### src/design/svc_pkg.sv
`default_nettype none

package svc_pkg;

  localparam int RootW = 17;
  localparam int RemW  = 33;
  localparam int NumW  = 49;
  localparam int DenW  = 33;

  typedef logic signed [19:0] sq_t;

  typedef enum logic [1:0] {
    STYLE_BEZIER = 2'b00,
    STYLE_SPIRAL = 2'b01,
    STYLE_GRAY   = 2'b10
  } style_e;

  typedef enum logic {
    CFG_PATH_STYLE = 1'b0,
    CFG_TURN_COUNT = 1'b1
  } cfg_idx_e;

  localparam logic [16:0] Q16_ONE  = 17'd65536;
  localparam sq_t         ONE_S    = 20'sd65536;
  localparam sq_t         HALF_S   = 20'sd32768;

  localparam logic [30:0] POLY_C0 = 31'd172272;
  localparam logic [30:0] POLY_C1 = 31'd5026995;
  localparam logic [30:0] POLY_C2 = 31'd85569306;
  localparam logic [30:0] POLY_C3 = 31'd693598668;
  localparam logic [30:0] POLY_C4 = 31'd1686629713;

  localparam logic [DenW-1:0] KSPR_EPS = 33'd42949673;

  localparam sq_t         SPR_BASE  = 20'sd36045;
  localparam sq_t         SPR_AMP   = 20'sd29491;
  localparam sq_t         WHT_OFS   = 20'sd2182;
  localparam logic [31:0] WHT_SLOPE = 32'd21850;

  localparam logic [16:0] BEZ_MIN [3] = '{17'd32768, 17'd32768, 17'd32768};
  localparam logic [16:0] BEZ_MED [3] = '{17'd65536, 17'd21823, 17'd0};
  localparam logic [16:0] BEZ_MAX [3] = '{17'd65536, 17'd61145, 17'd58982};
  localparam sq_t DIR_U   [3] = '{20'sd32768, -20'sd16384, 20'sd0};
  localparam sq_t DIR_V   [3] = '{20'sd0, 20'sd5459, -20'sd32768};
  localparam sq_t DIR_SUM [3] = '{20'sd32768, -20'sd10925, -20'sd32768};

  typedef struct packed {
    logic                neg;
    logic                zero;
    logic [16:0]         ah;
    logic signed [17:0]  sn;
    logic signed [17:0]  cs;
    logic [RemW-1:0]     sq_rem;
    logic [RootW-1:0]    root;
    logic [NumW-1:0]     dv_rem;
    logic [DenW-1:0]     den;
    logic [RootW-1:0]    quo;
  } chain_t;

  // Q16 product, rounded half away from zero.
  function automatic sq_t mulq(sq_t x, sq_t y);
    logic        neg;
    logic [19:0] ux;
    logic [19:0] uy;
    logic [39:0] p;
    logic [39:0] r;
    neg = x[19] ^ y[19];
    ux  = x[19] ? 20'(-x) : 20'(x);
    uy  = y[19] ? 20'(-y) : 20'(y);
    p   = {20'b0, ux} * {20'b0, uy};
    r   = (p + 40'd32768) >> 16;
    return neg ? -sq_t'(r[19:0]) : sq_t'(r[19:0]);
  endfunction

  // (a * ka + b * kb + 0.5) in Q16 for nonnegative operands.
  function automatic logic [16:0] bez_mix(logic [16:0] a, logic [16:0] ka,
                                          logic [16:0] b, logic [16:0] kb);
    logic [33:0] p;
    p = {17'b0, a} * {17'b0, ka} + {17'b0, b} * {17'b0, kb} + 34'd32768;
    return p[32:16];
  endfunction

endpackage

`default_nettype wire

### src/design/svc_cell.sv
`default_nettype none

module svc_cell import svc_pkg::*; #(
  parameter int BitIdx = 0
) (
  input  logic   clk_i,
  input  logic   rst_ni,
  input  logic   en_i,
  input  logic   valid_i,
  input  chain_t data_i,
  output logic   valid_o,
  output chain_t data_o
);

  localparam int TrialW = RemW + 2;

  logic [TrialW-1:0] trial;
  logic [NumW-1:0]   dsub;
  chain_t            data_d;
  chain_t            data_q;
  logic              valid_q;

  // One root bit of the square root and one quotient bit of the blend weight.
  always_comb begin
    data_d = data_i;
    trial  = ({{(TrialW-RootW){1'b0}}, data_i.root} << (BitIdx + 1))
           + (TrialW'(1) << (2 * BitIdx));
    if ({{(TrialW-RemW){1'b0}}, data_i.sq_rem} >= trial) begin
      data_d.sq_rem = data_i.sq_rem - trial[RemW-1:0];
      data_d.root   = data_i.root | (RootW'(1) << BitIdx);
    end
    dsub = {{(NumW-DenW){1'b0}}, data_i.den} << BitIdx;
    if (data_i.dv_rem >= dsub) begin
      data_d.dv_rem = data_i.dv_rem - dsub;
      data_d.quo    = data_i.quo | (RootW'(1) << BitIdx);
    end
  end

  always_ff @(posedge clk_i or negedge rst_ni) begin
    if (!rst_ni) begin
      valid_q <= 1'b0;
    end else if (en_i) begin
      valid_q <= valid_i;
    end
  end

  always_ff @(posedge clk_i) begin
    if (en_i) begin
      data_q <= data_d;
    end
  end

  assign valid_o = valid_q;
  assign data_o  = data_q;

endmodule

`default_nettype wire

### config.mk
export PLATFORM = sky130hd
export DESIGN_NAME = svc_cell
export DESIGN_NICKNAME = d
export VERILOG_FILES = /design/src/design/svc_pkg.sv /design/src/design/svc_cell.sv
export SDC_FILE = /design/constraint.sdc
export NUM_CORES = 1
export LEC_CHECK = 0
export BUFFER_PORTS_ARGS = -buffer_cell sky130_fd_sc_hd__buf_2
export CAP_MARGIN = 20
export CORE_ASPECT_RATIO = 1.1
export CORE_UTILIZATION = 40
export CTS_CLUSTER_DIAMETER = 60
export DETAILED_ROUTE_END_ITERATION = 10
export GPL_ROUTABILITY_DRIVEN = 1
export PLACE_DENSITY_LB_ADDON = 0.3
export RECOVER_POWER = 100
export SKIP_CTS_REPAIR_TIMING = 1
export SYNTH_ARGS = -nofsm -noshare
export SYNTH_HDL_FRONTEND = slang
export SYNTH_SLANG_ARGS = --single-unit
### constraint.sdc
create_clock -name clk_i -period 0.8 [get_ports clk_i]
set_input_delay 0.04 -clock clk_i [delete_from_list [all_inputs] [get_ports clk_i]]
set_output_delay 0.04 -clock clk_i [all_outputs]
set_load 0.005 [all_outputs]
==> run metrics <==
io pins=413; share of layout cells above drive strength 1=0.481; Tightest Pin Transition=between 0.6 and 0.7 ns; post-synthesis mux area share=0.00649; Ys Warns=0; Worst path max stage delay=about 0.5 ns; post-route ant nets=0; final clock skew=0 ns; Slowest-stage cell, CP=o41a_1; Avg Inst Size Synth=between 10 and 15 um2; failing checks=negative hold slack, negative setup slack; Synth Area in XOR/XNOR=0.0647; Startpoint Class=input pin; Num CTS Buffers=23; Max Clk Rate=about 430 MHz; main combinational cell family by area after synthesis=compound AO/OA/AOI/OAI gates; Compound-Gate Fraction of Synth Area=0.121; total die area=~27,000 um2; max cap viols=0; Die W=156 um; number of global-route vias before repair=a little under 10k; FP Rows=between 60 and 70; met2 wire len=22.7 mm; Post-Syn Area=between 10,000 and 15,000 um2; simple-gate share of the synthesized area=0.119; HPWL after DPL=approximately 27 mm; CP arrival=~2.6 ns; DRT met1 WL=between 10 and 15 mm; clock sinks=about 210; family with the most delay on the worst path=compound AO/OA/AOI/OAI gates; GRT Util Overall=0.234; Final Hold Viols=2; largest area contributor in the netlist=edfxtp_1; PD cells=approximately 1700 nW/um2; CTS H-tree depth=1; Async S/R FF share, synth=0.00488; DP Cell Count=1,872; final net count=about 2.0k; most frequent cell on the critical path=o41a_1; area share of the largest cell type after synthesis=0.589; Area contributors post-synth=edfxtp_1 59%, ha_1 6.1%, xnor2_1 3.8%; height of the die=roughly 170 um; unrepaired setup endpoints after global routing=yes; VDD IR max=~1400 uV; number of port buffers=412; GR Overflow Total=0; Hold Path Class=in2reg; core area=between 20,000 and 30,000 um2; Vias/cell=just over 5; register area share after synthesis=0.591; LEAKAGE=8.23 nW; Placer Congestion=between 0.8 and 0.9; synth unique cells=61; synthesized-area fraction occupied by adder cells=0.0652; Post-Route WL=roughly 42 mm; worst path cell trace=buf_8 -> inv_4 -> ha_4 -> a21o_1 -> a21oi_2 -> nand2_1 -> o41a_1 -> o41a_1 -> a221oi_4 -> buf_6 -> nand3_4 -> xnor2_2; Final setup viols=between 300 and 400; Post-synth EDFFs=around 200; wire length per cell=slightly below 20 um; fin crit period=2.35 ns; Worst slew margin=0.534; setup ws final=-1.55 ns; Via Count=roughly 11k; initial DRC count=between 600 and 700; fin cells=approximately 2.1k; multi-input logic area=between 4000 and 5000 um2; status=finished with violations; crit path capture type=flip-flop; clock slew at reported path FFs=around 0.07 ns; Place WS=-2.05 ns; Root Buffer=clkbuf_16; first-pass GRT wire length=48.5 mm; ys flop type=edfxtp_1; worst path required time=~1.1 ns; storage element area=approximately 6000 um2; initial antenna violation count=10; metal3 WL=3.19 mm; DRC viols=0; Area after DPL=approximately 15,000 um2; clk_lat worst skew=0.51 ns; clk buf depth=3; fin area=18,800 um2; DRT Pass-1 Iters=5; Tcrit/Tclk final=2.94; CP bufs+invs=3; Hold WS=-0.0463 ns; initial core utilization=0.410; post-synth net total=1,142; Area growth, synth to finish=80.8%; Setup CP Type=in2reg; CP Max Fanout=8; TritonCTS clock tree=yes; final slew viol count=0; Cells after Synth=881; largest net degree at the start of global routing=30; DR top layer=met5; synthesis-stage register bit count=between 200 and 250; FILL cells=1,618
## layout by cell type, fill, tap and decap left out, drive strengths merged, types with 11 or more instances in the layout
master	count
a21oi	65
or3	13
nor4	14
xor2	30
o21ai	63
nor2	53
nand2	89
inv	66
buf	675
nand4	14
o21bai	11
clkbuf	42
nand3	17
xnor2	46
ha	51
a21o	17
nor3	20
edfxtp	204
dlygate4sd3	199
## cell type report
cell class	count	share of cell area
timing repair buffer	891	0.341
tap	346	0.0230
inverter	64	0.0138
clock buffer	25	0.0310
sequential	205	0.327
multi-input combinational	591	0.255
antenna	8	0.00106
clock inverter	16	0.00864
## per-stage QoR
stage / utilization / TNS, ns / power (mW)
2_1_floorplan: - / -119.79 / 16.4
3_3_place_gp: 0.594 / -157.67 / 20.2
3_5_place_dp: 0.594 / -161.80 / 20.4
4_1_cts: 0.623 / -158.13 / 30.9
5_1_grt: 0.740 / -171.59 / 33.8
6_report: 0.741 / -161.59 / 32.7
## power breakdown
| group | switching, mW | total [mW] | leakage, nW | internal, mW |
|---|---|---|---|---|
| sequential | 0.372 | 13.5 | 2.01 | 13.2 |
| clock | 4.46 | 10.7 | 0.365 | 6.24 |
| combinational | 3.99 | 8.43 | 5.86 | 4.44 |
## path summary, 6_finish.rpt
| check | from | end | slack [ns] | cells past startpoint |
|---|---|---|---|---|
| min in group asynchronous | rst_ni | valid_o | 0.37 | 3 |
| min | data_i[126] | data_o[126] | -0.05 | 3 |
| min reg2reg | valid_o | valid_o | 0.53 | 1 |
| max | data_i[102] | data_o[144] | -1.55 | 12 |
| max reg2reg | valid_o | valid_o | 0.04 | 1 |
| max in group asynchronous | rst_ni | valid_o | 0.32 | 3 |
## sequential cells by signal, indices dropped and copies added (netlist names)
signal and count:
data_o 204, valid_o 1
## layer usage
layer	vias up	global-route usage
li1	5059	-
met4	4	0.0695
met1	5325	0.261
met3	122	0.0448
met2	593	0.447
met5	-	0
## cells by family (layout without fill, tap and decap cells)
kind of cell,Yosys count,after routing
simple gates,254,254
flops,205,205
compound gates,202,202
buf+inv,85,996
xor+xnor,76,76
fa+ha+maj,53,53
mux,6,6
other cells,0,8
## synthesized netlist by cell type (3+ instances only)
cell type and instances:
nand2b_1 8, a21boi_0 3, clkbuf_1 10, o21a_1 10, o21ai_0 62, buf_2 10, nor3_1 20, o211ai_1 5
o21bai_1 10, a21o_1 17, edfxtp_1 204, mux2_2 6, or3_1 11, nor2_1 53, inv_1 64, a21oi_1 64
a211oi_1 3, or4_1 4, nor4_1 13, and3_1 4, a31oi_1 5, nand4_1 14, nand3_1 17, nand4b_1 4
nand2_1 89, xor2_1 30, and2_1 4, ha_1 51, xnor2_1 45
Note: power is estimated with default switching activity, not from simulation.
